--- src/rtl/cr_pkg.sv ---
`default_nettype none
package cr_pkg;

    localparam int MAP_DIM_DEF       = 8;
    localparam int TILE_SIZE_DEF     = 64;
    localparam int SCREEN_HEIGHT_DEF = 200;
    localparam int MAX_STEPS_DEF     = 1024;

    localparam int WALL_SCALE = 277;
    localparam int ONE_Q14    = 16384;

    // Ray position in signed Q.14; wide enough for the longest march.
    localparam int POS_W = 28;

    localparam logic [1:0] REG_WALL_MAP   = 2'd0;
    localparam logic [1:0] REG_HALF_FOV   = 2'd1;
    localparam logic [1:0] REG_ANGLE_STEP = 2'd2;

    localparam logic [63:0] RESET_WALL_MAP   = 64'd0;
    localparam logic [14:0] RESET_HALF_FOV   = 15'd5461;
    localparam logic [9:0]  RESET_ANGLE_STEP = 10'd34;

    typedef struct packed {
        logic [16:0] player_x;
        logic [16:0] player_y;
        logic [15:0] player_angle;
        logic [8:0]  column;
    } t_in;

    typedef struct packed {
        logic [8:0] out_column;
        logic       hit;
        logic [6:0] wall_top;
        logic [7:0] wall_height;
        logic [9:0] distance;
    } t_out;

    typedef struct packed {
        logic [8:0]         column;
        logic [16:0]        player_x;
        logic [16:0]        player_y;
        logic signed [15:0] dir_x;
        logic signed [15:0] dir_y;
        logic signed [15:0] cos_offset;
    } t_job;

    typedef struct packed {
        logic [63:0] wall_map;
        logic [14:0] half_fov;
        logic [9:0]  angle_step;
    } t_cfg;

    typedef enum logic [2:0] {
        F_IDLE, F_ANGLE, F_COS_RAY, F_SIN_RAY, F_COS_OFF, F_PUSH
    } t_front_state;

    typedef enum logic [2:0] {
        B_IDLE, B_MARCH, B_MUL, B_CLAMP, B_DIV, B_DONE
    } t_back_state;

endpackage
`default_nettype wire

--- src/rtl/cr_fifo.sv ---
`default_nettype none
module cr_fifo #(
    parameter int WIDTH = 8
) (
    input  wire logic             i_clk,
    input  wire logic             i_rst_n,
    input  wire logic             i_push,
    input  wire logic [WIDTH-1:0] i_wdata,
    output logic                  o_full,
    input  wire logic             i_pop,
    output logic [WIDTH-1:0]      o_rdata,
    output logic                  o_empty
);

    logic [WIDTH-1:0] r_mem [0:1];
    logic       r_wptr, r_rptr;
    logic [1:0] r_count;

    assign o_full  = (r_count == 2'd2);
    assign o_empty = (r_count == 2'd0);
    assign o_rdata = r_mem[r_rptr];

    always_ff @(posedge i_clk) begin
        if (i_push && !o_full) begin
            r_mem[r_wptr] <= i_wdata;
        end
    end

    always_ff @(posedge i_clk) begin
        if (!i_rst_n) begin
            r_wptr  <= 1'b0;
            r_rptr  <= 1'b0;
            r_count <= 2'd0;
        end else begin
            if (i_push && !o_full) begin
                r_wptr <= ~r_wptr;
            end
            if (i_pop && !o_empty) begin
                r_rptr <= ~r_rptr;
            end
            case ({i_push && !o_full, i_pop && !o_empty})
                2'b10:   r_count <= r_count + 2'd1;
                2'b01:   r_count <= r_count - 2'd1;
                default: r_count <= r_count;
            endcase
        end
    end

endmodule
`default_nettype wire

--- src/rtl/cr_front.sv ---
`default_nettype none
module cr_front (
    input  wire logic         i_clk,
    input  wire logic         i_rst_n,
    input  wire logic         i_valid,
    input  wire cr_pkg::t_in  i_data,
    output logic              o_stall,
    input  wire cr_pkg::t_cfg i_cfg,
    output logic              o_push,
    output cr_pkg::t_job      o_job,
    input  wire logic         i_full
);

    typedef logic [64:0][14:0] t_rom;

    // Quarter-wave sine table from the integer Chebyshev recurrence.
    function automatic t_rom build_rom();
        t_rom        r;
        logic [63:0] prev, cur, nxt, t;
        r    = '0;
        prev = 64'd0;
        cur  = 64'd26350944;
        for (int k = 1; k <= 64; k++) begin
            t    = (cur + 64'd32768) >> 16;
            r[k] = (t > 64'd16384) ? 15'd16384 : t[14:0];
            nxt  = (64'd2 * 64'd1073418433 * cur + (64'd1 << 29)) >> 30;
            nxt  = (nxt >= prev) ? nxt - prev : 64'd0;
            prev = cur;
            cur  = nxt;
        end
        r[64] = 15'd16384;
        return r;
    endfunction

    localparam t_rom QROM = build_rom();

    function automatic logic signed [15:0] sin16(input logic [15:0] a);
        logic [14:0] t;
        logic [6:0]  i;
        logic [14:0] lo, hi, v;
        logic [22:0] prod;
        t = a[14] ? 15'(15'd16384 - {1'b0, a[13:0]}) : {1'b0, a[13:0]};
        i = t[14:8];
        if (i >= 7'd64) begin
            v = 15'd16384;
        end else begin
            lo   = QROM[i];
            hi   = QROM[i + 7'd1];
            prod = 23'(hi - lo) * 23'(t[7:0]);
            v    = lo + prod[22:8];
        end
        return a[15] ? -$signed({1'b0, v}) : $signed({1'b0, v});
    endfunction

    cr_pkg::t_front_state r_state, n_state;
    cr_pkg::t_in          r_in;
    logic [15:0]          r_offset, r_ray;
    logic signed [15:0]   r_dx, r_dy, r_coff;
    logic [15:0]          trig_arg;
    logic signed [15:0]   trig_val;

    always_comb begin
        unique case (r_state)
            cr_pkg::F_COS_RAY: trig_arg = r_ray + 16'd16384;
            cr_pkg::F_SIN_RAY: trig_arg = r_ray;
            default:           trig_arg = r_offset + 16'd16384;
        endcase
        trig_val = sin16(trig_arg);
    end

    always_ff @(posedge i_clk) begin
        if (!i_rst_n) begin
            r_state <= cr_pkg::F_IDLE;
        end else begin
            r_state <= n_state;
        end
    end

    always_ff @(posedge i_clk) begin
        unique case (r_state)
            cr_pkg::F_IDLE: begin
                r_in <= i_data;
            end
            cr_pkg::F_ANGLE: begin
                r_offset <= 16'({1'b0, i_cfg.half_fov})
                          - 16'(r_in.column * i_cfg.angle_step);
                r_ray    <= r_in.player_angle - (16'({1'b0, i_cfg.half_fov})
                          - 16'(r_in.column * i_cfg.angle_step));
            end
            cr_pkg::F_COS_RAY: r_dx <= trig_val;
            cr_pkg::F_SIN_RAY: r_dy <= trig_val;
            cr_pkg::F_COS_OFF: r_coff <= trig_val;
            default: begin
            end
        endcase
    end

    always_comb begin
        n_state = r_state;
        o_stall = 1'b1;
        o_push  = 1'b0;
        unique case (r_state)
            cr_pkg::F_IDLE: begin
                o_stall = 1'b0;
                if (i_valid) begin
                    n_state = cr_pkg::F_ANGLE;
                end
            end
            cr_pkg::F_ANGLE:   n_state = cr_pkg::F_COS_RAY;
            cr_pkg::F_COS_RAY: n_state = cr_pkg::F_SIN_RAY;
            cr_pkg::F_SIN_RAY: n_state = cr_pkg::F_COS_OFF;
            cr_pkg::F_COS_OFF: n_state = cr_pkg::F_PUSH;
            cr_pkg::F_PUSH: begin
                if (!i_full) begin
                    o_push  = 1'b1;
                    n_state = cr_pkg::F_IDLE;
                end
            end
            default: n_state = cr_pkg::F_IDLE;
        endcase
    end

    assign o_job.column     = r_in.column;
    assign o_job.player_x   = r_in.player_x;
    assign o_job.player_y   = r_in.player_y;
    assign o_job.dir_x      = r_dx;
    assign o_job.dir_y      = r_dy;
    assign o_job.cos_offset = r_coff;

endmodule
`default_nettype wire

--- src/rtl/cr_back.sv ---
`default_nettype none
module cr_back #(
    parameter int MAP_DIM       = cr_pkg::MAP_DIM_DEF,
    parameter int TILE_SIZE     = cr_pkg::TILE_SIZE_DEF,
    parameter int SCREEN_HEIGHT = cr_pkg::SCREEN_HEIGHT_DEF,
    parameter int MAX_STEPS     = cr_pkg::MAX_STEPS_DEF
) (
    input  wire logic     i_clk,
    input  wire logic     i_rst_n,
    input  wire logic     i_empty,
    input  wire cr_pkg::t_job i_job,
    output logic          o_pop,
    input  wire logic [63:0] i_wall_map,
    output logic          o_valid,
    output cr_pkg::t_out  o_data,
    input  wire logic     i_stall
);

    localparam int PW     = cr_pkg::POS_W;
    localparam int NW     = $clog2(MAX_STEPS + 1);
    localparam int TILE_Q = TILE_SIZE * cr_pkg::ONE_Q14;
    localparam int DW     = 27;
    localparam longint K  = longint'(TILE_SIZE) * cr_pkg::WALL_SCALE * cr_pkg::ONE_Q14;
    localparam int KW     = $clog2(K + 1);
    localparam int CW     = $clog2(KW + 1);
    localparam int HW     = $clog2(SCREEN_HEIGHT + 1);

    localparam logic signed [PW-1:0] NEG_TILE = -PW'(TILE_Q);
    localparam logic signed [PW-1:0] MAP_END  = PW'(MAP_DIM * TILE_Q);

    // Cell along one axis: truncation toward zero puts (-tile, 0) in cell 0.
    function automatic logic [3:0] cell_of(input logic signed [PW-1:0] p);
        logic [3:0] c;
        c = 4'd0;
        if (p <= NEG_TILE || p >= MAP_END) begin
            c = 4'd8;
        end else begin
            for (int k = 1; k < MAP_DIM; k++) begin
                if (p >= $signed(PW'(k * TILE_Q))) begin
                    c = 4'(k);
                end
            end
        end
        return c;
    endfunction

    cr_pkg::t_back_state   r_state, n_state;
    logic [8:0]            r_col;
    logic signed [PW-1:0]  r_rx, r_ry;
    logic signed [15:0]    r_dx, r_dy, r_coff;
    logic [NW-1:0]         r_n;
    logic                  r_hit;
    logic signed [29:0]    r_prod;
    logic [DW-1:0]         r_du, r_rem;
    logic [KW-1:0]         r_quo;
    logic [CW-1:0]         r_cnt;
    logic                  r_out_valid;
    cr_pkg::t_out          r_out;

    logic signed [PW-1:0]  nx, ny;
    logic [3:0]            cx, cy;
    logic [5:0]            widx;
    logic [DW:0]           rs;
    logic                  ge;
    logic [HW-1:0]         h;
    logic [HW-1:0]         top;
    logic                  out_free;

    assign nx   = r_rx + PW'(r_dx);
    assign ny   = r_ry + PW'(r_dy);
    assign cx   = cell_of(nx);
    assign cy   = cell_of(ny);
    assign widx = 6'(32'(cy) * MAP_DIM + 32'(cx));
    assign rs   = {r_rem, r_quo[KW-1]};
    assign ge   = rs >= {1'b0, r_du};
    assign h    = (r_quo > KW'(SCREEN_HEIGHT)) ? HW'(SCREEN_HEIGHT) : HW'(r_quo);
    assign top  = HW'(SCREEN_HEIGHT / 2) - (h >> 1);
    assign out_free = !r_out_valid || !i_stall;

    always_comb begin
        n_state = r_state;
        o_pop   = 1'b0;
        unique case (r_state)
            cr_pkg::B_IDLE: begin
                if (!i_empty) begin
                    o_pop   = 1'b1;
                    n_state = cr_pkg::B_MARCH;
                end
            end
            cr_pkg::B_MARCH: begin
                if (cx[3] || cy[3]) begin
                    n_state = cr_pkg::B_DONE;
                end else if (i_wall_map[widx]) begin
                    n_state = cr_pkg::B_MUL;
                end else if (r_n == NW'(MAX_STEPS)) begin
                    n_state = cr_pkg::B_DONE;
                end
            end
            cr_pkg::B_MUL:   n_state = cr_pkg::B_CLAMP;
            cr_pkg::B_CLAMP: n_state = cr_pkg::B_DIV;
            cr_pkg::B_DIV: begin
                if (r_cnt == CW'(KW - 1)) begin
                    n_state = cr_pkg::B_DONE;
                end
            end
            cr_pkg::B_DONE: begin
                if (out_free) begin
                    n_state = cr_pkg::B_IDLE;
                end
            end
            default: n_state = cr_pkg::B_IDLE;
        endcase
    end

    always_ff @(posedge i_clk) begin
        if (!i_rst_n) begin
            r_state     <= cr_pkg::B_IDLE;
            r_out_valid <= 1'b0;
        end else begin
            r_state <= n_state;
            if (r_state == cr_pkg::B_DONE && out_free) begin
                r_out_valid <= 1'b1;
            end else if (!i_stall) begin
                r_out_valid <= 1'b0;
            end
        end
    end

    always_ff @(posedge i_clk) begin
        case (r_state)
            cr_pkg::B_IDLE: begin
                r_col  <= i_job.column;
                r_rx   <= $signed({{(PW-23){1'b0}}, i_job.player_x, 6'd0});
                r_ry   <= $signed({{(PW-23){1'b0}}, i_job.player_y, 6'd0});
                r_dx   <= i_job.dir_x;
                r_dy   <= i_job.dir_y;
                r_coff <= i_job.cos_offset;
                r_n    <= NW'(1);
                r_hit  <= 1'b0;
            end
            cr_pkg::B_MARCH: begin
                r_rx <= nx;
                r_ry <= ny;
                if (!cx[3] && !cy[3] && i_wall_map[widx]) begin
                    r_hit <= 1'b1;
                end else begin
                    r_n <= r_n + NW'(1);
                end
            end
            cr_pkg::B_MUL: begin
                r_prod <= 30'($signed({1'b0, 13'(r_n)}) * r_coff);
            end
            cr_pkg::B_CLAMP: begin
                r_du  <= (r_prod < 30'sd16384) ? DW'(cr_pkg::ONE_Q14) : r_prod[DW-1:0];
                r_rem <= '0;
                r_quo <= KW'(K);
                r_cnt <= '0;
            end
            cr_pkg::B_DIV: begin
                r_rem <= ge ? DW'(rs - {1'b0, r_du}) : rs[DW-1:0];
                r_quo <= {r_quo[KW-2:0], ge};
                r_cnt <= r_cnt + CW'(1);
            end
            cr_pkg::B_DONE: begin
                if (out_free) begin
                    r_out.out_column <= r_col;
                    r_out.hit        <= r_hit;
                    if (r_hit) begin
                        r_out.wall_top    <= top[6:0];
                        r_out.wall_height <= 8'(h);
                        r_out.distance    <= (r_du[DW-1:14] > 13'd1023) ? 10'd1023
                                           : r_du[23:14];
                    end else begin
                        r_out.wall_top    <= 7'd0;
                        r_out.wall_height <= 8'd0;
                        r_out.distance    <= 10'd1023;
                    end
                end
            end
            default: begin
            end
        endcase
    end

    assign o_valid = r_out_valid;
    assign o_data  = r_out;

endmodule
`default_nettype wire

--- src/rtl/column_raycaster_unit.sv ---
`default_nettype none
// Flow: angle and trig setup and the queue hand-off, then one march step per cycle
// (up to MAX_STEPS), then multiply, clamp, serial division and output register on a
// hit, or straight to the output register on a miss (the ray left the map or MAX_STEPS
// was reached). Setup of the next column overlaps the march via a 2-entry queue.
// Reset is synchronous, active low; config registers return to their cr_pkg RESET_ values.
module column_raycaster_unit #(
    parameter int MAP_DIM       = cr_pkg::MAP_DIM_DEF,
    parameter int TILE_SIZE     = cr_pkg::TILE_SIZE_DEF,
    parameter int SCREEN_HEIGHT = cr_pkg::SCREEN_HEIGHT_DEF,
    parameter int MAX_STEPS     = cr_pkg::MAX_STEPS_DEF
) (
    input  wire logic        i_clk,
    input  wire logic        i_rst_n,
    input  wire logic        i_valid,
    input  wire cr_pkg::t_in i_data,
    output logic             o_stall,
    output logic             o_valid,
    output cr_pkg::t_out     o_data,
    input  wire logic        i_stall,
    input  wire logic        i_cfg_we,
    input  wire logic [1:0]  i_cfg_idx,
    input  wire logic [63:0] i_cfg_data
);

    cr_pkg::t_cfg r_cfg;
    cr_pkg::t_job push_job, pop_job;
    logic         push, full, pop, empty;

    always_ff @(posedge i_clk) begin
        if (!i_rst_n) begin
            r_cfg.wall_map   <= cr_pkg::RESET_WALL_MAP;
            r_cfg.half_fov   <= cr_pkg::RESET_HALF_FOV;
            r_cfg.angle_step <= cr_pkg::RESET_ANGLE_STEP;
        end else if (i_cfg_we) begin
            unique case (i_cfg_idx)
                cr_pkg::REG_WALL_MAP:   r_cfg.wall_map   <= i_cfg_data;
                cr_pkg::REG_HALF_FOV:   r_cfg.half_fov   <= i_cfg_data[14:0];
                cr_pkg::REG_ANGLE_STEP: r_cfg.angle_step <= i_cfg_data[9:0];
                default: begin
                end
            endcase
        end
    end

    cr_front u_front (
        .i_clk   (i_clk),
        .i_rst_n (i_rst_n),
        .i_valid (i_valid),
        .i_data  (i_data),
        .o_stall (o_stall),
        .i_cfg   (r_cfg),
        .o_push  (push),
        .o_job   (push_job),
        .i_full  (full)
    );

    cr_fifo #(
        .WIDTH ($bits(cr_pkg::t_job))
    ) u_fifo (
        .i_clk   (i_clk),
        .i_rst_n (i_rst_n),
        .i_push  (push),
        .i_wdata (push_job),
        .o_full  (full),
        .i_pop   (pop),
        .o_rdata (pop_job),
        .o_empty (empty)
    );

    cr_back #(
        .MAP_DIM       (MAP_DIM),
        .TILE_SIZE     (TILE_SIZE),
        .SCREEN_HEIGHT (SCREEN_HEIGHT),
        .MAX_STEPS     (MAX_STEPS)
    ) u_back (
        .i_clk      (i_clk),
        .i_rst_n    (i_rst_n),
        .i_empty    (empty),
        .i_job      (pop_job),
        .o_pop      (pop),
        .i_wall_map (r_cfg.wall_map),
        .o_valid    (o_valid),
        .o_data     (o_data),
        .i_stall    (i_stall)
    );

endmodule
`default_nettype wire
--- config.mk ---
export PLATFORM = sky130hd
export DESIGN_NAME = column_raycaster_unit
export DESIGN_NICKNAME = d
export VERILOG_FILES = /design/src/rtl/cr_pkg.sv /design/src/rtl/cr_fifo.sv /design/src/rtl/cr_front.sv /design/src/rtl/cr_back.sv /design/src/rtl/column_raycaster_unit.sv
export SDC_FILE = /design/constraint.sdc
export NUM_CORES = 2
export LEC_CHECK = 0
export BUFFER_PORTS_ARGS = -buffer_cell sky130_fd_sc_hd__buf_2
export CORE_UTILIZATION = 69
export CTS_CLUSTER_SIZE = 16
export DETAILED_ROUTE_END_ITERATION = 7
export PLACE_DENSITY_LB_ADDON = 0.12
export SLEW_MARGIN = 20
export SYNTH_ARGS = -nofsm -noshare
export SYNTH_HDL_FRONTEND = slang
export SYNTH_HIERARCHICAL = 1
export SYNTH_SLANG_ARGS = --single-unit
--- constraint.sdc ---
create_clock -name i_clk -period 37.4 [get_ports i_clk]
set_input_delay 3.74 -clock i_clk [delete_from_list [all_inputs] [get_ports i_clk]]
set_output_delay 3.74 -clock i_clk [all_outputs]
set_load 0.05 [all_outputs]
After elaboration in Yosys (flattened, before gate mapping)

Memory sizes are Yosys's and may differ from the RTL's. A register that Yosys moved wholly into a read port is not among the register bits.
Cells that the tools add are included.

Register bits after elaboration: 517
Bits in latches: 0
Bits of input ports: 130
Bits in writable memories: 182
Memories kept: 3
Memory bits (read-only): 3840

Multipliers: 3
Muxes and demuxes: 57
Order comparisons: 26
Add/sub/neg operators: 18
Div/mod/pow operators: 0
Equality and inequality tests: 26
Shifts and indexed selects: 0
Bitwise logic cells: 3
Reductions and logical operators: 32

Memory list:

| name            | depth | bits a word | read ports | clocked after memory_dff | write ports | RTL line       | text |
|---|---|---|---|---|---|---|---|
| (no name shown) | 128   | 15          | 1          | 0                        | 0           | cr_front.sv:47 | `lo = QROM[i];` |
| (no name shown) | 128   | 15          | 1          | 0                        | 0           | cr_front.sv:48 | `hi = QROM[i + 7'd1];` |
| u_fifo.r_mem    | 2     | 91          | 1          | 1                        | 1           | cr_fifo.sv:15  | `logic [WIDTH-1:0] r_mem [0:1];` |

Operators with widths:

| operator                 | number |
|---|---|
| $ge A28 B24 Y1 const B   | 8 |
| $ge A28 B23 Y1 const B   | 4 |
| $pmux W28 S2             | 2 |
| $mux W15                 | 4 |
| $pmux W29 S2             | 1 |
| $add A28 B16 Y28         | 2 |
| $ge A28 B22 Y1 const B   | 2 |
| $ge A28 B25 Y1 const B   | 2 |
| $le A28 B21 Y1 const B   | 2 |
| $pmux W27 S2             | 1 |
| $mux W3                  | 16 |
| $pmux W3 S6              | 2 |
| $add A16 B15 Y16 const B | 2 |
| $pmux W16 S2             | 1 |
| $lt A30 B16 Y1 const B   | 1 |
| $gt A29 B8 Y1 const B    | 1 |
| $ge A28 B27 Y1           | 1 |
| $mul A12 B16 Y28         | 1 |
| $mux W27                 | 1 |
| $sub A27 B27 Y27         | 1 |
| $mul A23 B8 Y23          | 1 |
| $pmux W11 S2             | 1 |
| $lt A7 B8 Y1 const B     | 2 |
| $mul A9 B10 Y16          | 1 |
| other kinds (46)         | 105 |

Logic depth before layout (Yosys ltp)

Depth in word-level cells: 16
Gate-level depth with buffers: 65

Hierarchy

Netlist, hierarchy kept.

By module, submodules not included:

| module                | cells an instance | times used | area each (um^2) |
|---|---|---|---|
| cr_back               | 2123              | 1          | 21864.7 |
| cr_front              | 1917              | 1          | 17364.2 |
| cr_fifo               | 309               | 1          | 6776.5 |
| column_raycaster_unit | 375               | 1          | 3584.7 |

Worst setup path after synthesis

No wires, ideal clock.

Path kind: reg2reg
Start point: register u_front.r_state[2]
End point: register u_front.r_coff[14], data pin
Arrival time: 12.842 ns
Stages on the path, launching flop included: 63
Slack: 24.287 ns
Clock period less this slack: 13.113 ns
Setup time: 0.271 ns
Path buffers: 8
Path through: dfxtp_1 nand2b_1 buf_6 clkbuf_1 mux2i_1 ha_1 nand4_1 a21oi_1 nor2_1 xor2_1 inv_1 clkbuf_1 clkbuf_1 ha_1 clkbuf_1 inv_1 ha_1 clkbuf_1 (+27 left out) o21ai_0 a21oi_1 nor2b_1 o21a_1 o21a_1 nor3_1 nor2_1 ha_1 or3_1 o211a_1 o31a_1 o41ai_1 o21bai_1 a21oi_1 xnor3_1 xor2_1 nand2_1 xor2_1

Cells in the longest elaborated chain, start to end: 13
Elaborated cells between the ends (all ways): 17
Classes of those cells: add/sub (5); mul (1); order compare (1); eq/ne (2); mux (6); memory (2)

RTL lines:

| element                        | RTL line       | text |
|---|---|---|
| from (decl)                    | cr_front.sv:55 | `cr_pkg::t_front_state r_state, n_state;` |
| from (signal assigned)         | cr_front.sv:73 | `r_state <= cr_pkg::F_IDLE;` |
| from (signal assigned)         | cr_front.sv:75 | `r_state <= n_state;` |
| $eq A3 B2 Y1                   | cr_front.sv:63 | `unique case (r_state)` |
| $pmux W16 S2 *                 | cr_front.sv:63 |  |
| $sub A15 B14 Y15               | cr_front.sv:42 | `t = a[14] ? 15'(15'd16384 - {1'b0, a[13:0]}) : {1'b0, a[13:0]};` |
| $mux W15                       | cr_front.sv:42 |  |
| $add A7 B1 Y7                  | cr_front.sv:48 |  |
| $mem_v2 Z128 W15               | -              |  |
| $mux W15 (implied by the code) | cr_front.sv:48 |  |
| $sub A15 B15 Y16               | cr_front.sv:49 | `prod = 23'(hi - lo) * 23'(t[7:0]);` |
| $mul A23 B8 Y23                | cr_front.sv:49 |  |
| $add A15 B15 Y15               | cr_front.sv:50 | `v = lo + prod[22:8];` |
| $mux W15                       | cr_front.sv:44 | `if (i >= 7'd64) begin` |
| $neg A15 Y16                   | cr_front.sv:52 | `return a[15] ? -$signed({1'b0, v}) : $signed({1'b0, v});` |
| $mux W16 *                     | cr_front.sv:52 |  |
| net u_front.trig_val[14]       | cr_front.sv:60 | `logic signed [15:0] trig_val;` |
| to (signal assigned)           | cr_front.sv:92 | `cr_pkg::F_COS_OFF: r_coff <= trig_val;` |
| to (decl)                      | cr_front.sv:58 | `logic signed [15:0] r_dx, r_dy, r_coff;` |

The timed path passes the listed nets; every way through them passes the cells marked *. The select of a mux whose other input is x is not followed.
A chain may end at the register's enable or synchronous reset.

Worst setup path in the final report

Start point: register u_front.r_state[1]
End point: register u_front.r_coff[14], data pin

Same word-level chain as after synthesis.

==> parameters.txt <==
Parameter                              Value

Floorplan
  Full die area ... approximately 73000 µm²
  Core outline area ... around 71000 µm²
  Effective utilization at floorplan ... 0.703
  Horiz. Die Dim ... 270 µm
  Std cell rows ... between 90 and 100
  Number of top-level pins ... about 170
  Die extent in y ... 270 µm

Detailed routing
  Wire length after detailed routing ... about 110 mm
  DRC violation count after routing ... 0
  Vias after detailed routing ... approximately 35000
  Iter 0 DRT Violations ... ~3000
  Pre-Repair DR Iteration Count ... 7
  Met3 routed wirelength ... 6.73 mm
  Detailed-route wire length per cell ... between 15 and 20 µm
  Top metal layer carrying routed signals ... met4
  Routed metal-1 wire length ... 48.0 mm
  Via/cell ratio ... between 5 and 6
  Met2 Wirelength ... 54.4 mm
  Number of antenna-violating nets in the routed design ... 0

Global route
  Initial antenna violation count ... 4
  Pin count of the biggest net entering global routing ... between 80 and 90
  Wire length of the first global-routing pass ... between 150 and 200 mm
  Via count of the first global-routing pass ... about 34000
  Global route overflow ... 0
  Overall routing resource usage ... 0.307

Timing
  Final count of pins violating max slew ... 0
  Max Clock Skew ... between 30 and 40 ps
  RSZ-0062 raised after global routing ... no
  Clock period minus worst slack ... around 15000 ps
  Headroom to the max-slew limit ... 0.265
  Number of hold violations in the final report ... 0
  Measured slew at the worst slew-check pin ... roughly 1100 ps
  Final setup fails ... 0
  Highest Clock Rate ... 0.0683 GHz
  Post-Route Setup TNS ... 0 ps
  Share of the clock period used by the worst path ... 0.391

Placement
  Post-Place Cells ... approximately 5600
  Number of port buffers ... about 170
  Placed inst area ... a little over 50000 µm²
  Placer Congestion ... roughly 0.9
  Half-perimeter wire length of the detailed placement result ... approximately 82 mm

Final layout
  Final net count ... around 5500
  FILL cells ... 4705
  Non-filler instance count after layout ... between 5000 and 6000
  Final non-filler cell area ... roughly 53000 µm²
  Growth of design area from synthesis to finish ... 7.32%
  Fraction of layout instances using a drive strength above 1 ... 0.103

CTS
  Clock buffers created by TritonCTS ... 73
  Reg clk slew, reported paths ... ~70 ps
  Quantity of hold-fixing buffers added after cts ... 0
  Buffer count from post-CTS setup fixing ... 0
  CTS H-tree lvls ... 3
  Root buffer cell ... sky130_fd_sc_hd__clkbuf_16
  Clock sinks ... ~700
  Worst-Skew Late Latency ... between 600 and 700 ps
  CTS tree ... built
  Max clock buf depth ... 3
  Resized cells post-CTS ... 0

Yosys
  Summed instance area of the synthesized netlist ... 49600 µm²
  Number of unique standard cell types used by synthesis ... 98
  Total of flip-flops plus latches after synthesis ... between 600 and 700
  Fraction of the yosys area taken by sequential cells ... 0.402
  Cells after Synth ... ~4700
  Post-synth ARST share ... 0
  Yosys synthesis warning count ... 6
  Most used DFF post-synth ... sky130_fd_sc_hd__edfxtp_1
  Post-synthesis net count ... approximately 5500
  Synthesized area per cell ... 10.5 µm²
  Number of enable flip-flop cells after synthesis ... just under 600

Worst hold path
  Class of the tightest hold or removal check ... reg2reg

Setup path
  Cell with the largest stage delay on the worst path ... sky130_fd_sc_hd__clkinv_1
  Data required, critical path ... 37760 ps
  Sort of element at the end of the critical path ... register
  Startpoint class of the critical path ... register
  Crit-path max FO ... between 50 and 60
  Worst path max stage delay ... 600 ps
  Kind of critical path ... reg2reg
  Arrival @ worst endpoint ... roughly 15000 ps

Status
  Result of the run ... finished clean

Run
  Number of violations of the max-capacitance limit ... 0
-- kinds of logic (layout without fill, tap and decap cells) --
logic type,Yosys count,after routing,share of synthesized area
and+or+nand+nor,1434,1434,0.137
adders and majority gates,618,618,0.206
DFF,697,697,0.402
xor gates and xnor gates,239,239,0.0439
buffers and inverters,759,875,0.0646
AOI/OAI and AO/OA,751,751,0.0981
other,0,4,0
muxes,226,226,0.0491
-- layer usage --
metal,vias to the layer above,global-route usage
li1,16272,-
met1,16909,0.424
met2,1171,0.508
met3,209,0.0403
met4,0,0.0942
met5,-,0
-- metrics by stage --
stage          hold slack [ps]  utilization  worst slack, ps
6_report                   413        0.755            22770
2_1_floorplan              400            -            24290
3_5_place_dp               405        0.721            22970
3_3_place_gp               404        0.721            23290
5_1_grt                    421        0.755            21720
4_1_cts                    416        0.754            22950
-- critical path: cells and delay by family (launching register included) --
family	cells	cell delay (ps)
buffers and inverters	11	2630
AND/OR/NAND/NOR	14	2300
flip-flops	1	460
AO/OA/AOI/OAI	19	3810
XOR/XNOR	5	1310
adder cells (fa/ha/maj)	10	3760
-- placed cells by master (no fill, tap or decap), types with 16 or more instances in the layout --
| cell | netlist | layout |
|---|---|---|
| sky130_fd_sc_hd__mux2_2 | 98 | 98 |
| sky130_fd_sc_hd__and3_1 | 34 | 33 |
| sky130_fd_sc_hd__xnor2_1 | 148 | 144 |
| sky130_fd_sc_hd__nor3_1 | 71 | 68 |
| sky130_fd_sc_hd__nand3_1 | 56 | 56 |
| sky130_fd_sc_hd__a211oi_1 | 34 | 34 |
| sky130_fd_sc_hd__and2_1 | 214 | 214 |
| sky130_fd_sc_hd__o21ai_0 | 187 | 187 |
| sky130_fd_sc_hd__nor4_1 | 17 | 17 |
| sky130_fd_sc_hd__edfxtp_1 | 596 | 596 |
| sky130_fd_sc_hd__fa_1 | 329 | 329 |
| sky130_fd_sc_hd__nand2_1 | 536 | 535 |
| sky130_fd_sc_hd__nand2b_1 | 28 | 28 |
| sky130_fd_sc_hd__nor2b_1 | 42 | 42 |
| sky130_fd_sc_hd__buf_2 | 40 | 165 |
| sky130_fd_sc_hd__o211ai_1 | 33 | 33 |
| sky130_fd_sc_hd__mux2i_1 | 122 | 122 |
| sky130_fd_sc_hd__buf_4 | 47 | 55 |
| sky130_fd_sc_hd__or3_1 | 25 | 25 |
| sky130_fd_sc_hd__a31oi_1 | 30 | 29 |
| sky130_fd_sc_hd__ha_1 | 289 | 289 |
| sky130_fd_sc_hd__dfxtp_1 | 101 | 100 |
| sky130_fd_sc_hd__o21a_1 | 39 | 39 |
| sky130_fd_sc_hd__a21oi_1 | 187 | 186 |
| sky130_fd_sc_hd__o21bai_1 | 22 | 22 |
| sky130_fd_sc_hd__clkbuf_16 | 0 | 74 |
| sky130_fd_sc_hd__nor2_1 | 322 | 321 |
| sky130_fd_sc_hd__clkbuf_1 | 132 | 16 |
| sky130_fd_sc_hd__inv_1 | 516 | 514 |
| sky130_fd_sc_hd__nand4_1 | 26 | 26 |
| sky130_fd_sc_hd__a21o_1 | 58 | 58 |
| sky130_fd_sc_hd__xor2_1 | 82 | 82 |
-- registers in the layout, indices dropped and copies added (netlist names), 5 cells and up, named ones only --
register and count:
u_back/r_rx 28, u_front/r_dy 16, u_back/r_coff 16, u_back/r_du 27, u_back/r_rem 27, u_front/r_in 16, u_back/r_dy 16, u_back/r_dx 16
u_back/r_ry 28, u_front/r_coff 16, u_back/r_n 11, u_back/r_col 9, u_back/r_cnt 5, u_front/r_ray 16, u_back/r_quo 29, u_back/r_prod 28
u_front/r_dx 16, r_cfg 89, u_fifo/r_mem 182, u_back/o_data 34, u_front/r_offset 16, u_front/o_job 43
-- path summary, 6_finish.rpt --
| path | depth (start not counted) | start | end | slack (ps) |
|---|---|---|---|---|
| worst max register to register | 59 | u_front/r_state[1] | u_front/r_coff[14] | 22770 |
| worst min-delay path | 0 | u_back/r_col[5] | u_back/o_data[31] | 410 |
| worst max-delay path | 59 | u_front/r_state[1] | u_front/r_coff[14] | 22770 |
| worst min register to register | 0 | u_back/r_col[5] | u_back/o_data[31] | 410 |
-- final cells by class --
class / instances / area [µm²] / area share
sequential: 697 / 19900 / 0.374
timing repair buffer: 220 / 1240 / 0.0233
clock inverter: 42 / 403 / 0.00757
clock buffer: 93 / 1950 / 0.0367
inverter: 520 / 1950 / 0.0367
multi-input combinational: 3268 / 26600 / 0.499
antenna: 4 / 10.0 / 0.000188
tap: 940 / 1180 / 0.0221
-- cell usage after synthesis (98+ instances only) --
cell                       number  area (µm²)
sky130_fd_sc_hd__nor2_1       322        1210
sky130_fd_sc_hd__a21oi_1      187         936
sky130_fd_sc_hd__dfxtp_1      101        2020
sky130_fd_sc_hd__clkbuf_1     132         495
sky130_fd_sc_hd__inv_1        516        1940
sky130_fd_sc_hd__fa_1         329        6590
sky130_fd_sc_hd__o21ai_0      187         936
sky130_fd_sc_hd__and2_1       214        1340
sky130_fd_sc_hd__xnor2_1      148        1300
sky130_fd_sc_hd__mux2i_1      122        1220
sky130_fd_sc_hd__mux2_2        98        1100
sky130_fd_sc_hd__nand2_1      536        2010
sky130_fd_sc_hd__edfxtp_1     596       17900
sky130_fd_sc_hd__ha_1         289        3620
Power is not shown: default switching activity piles up to over one toggle a cycle in this logic, so the estimate is an artifact.
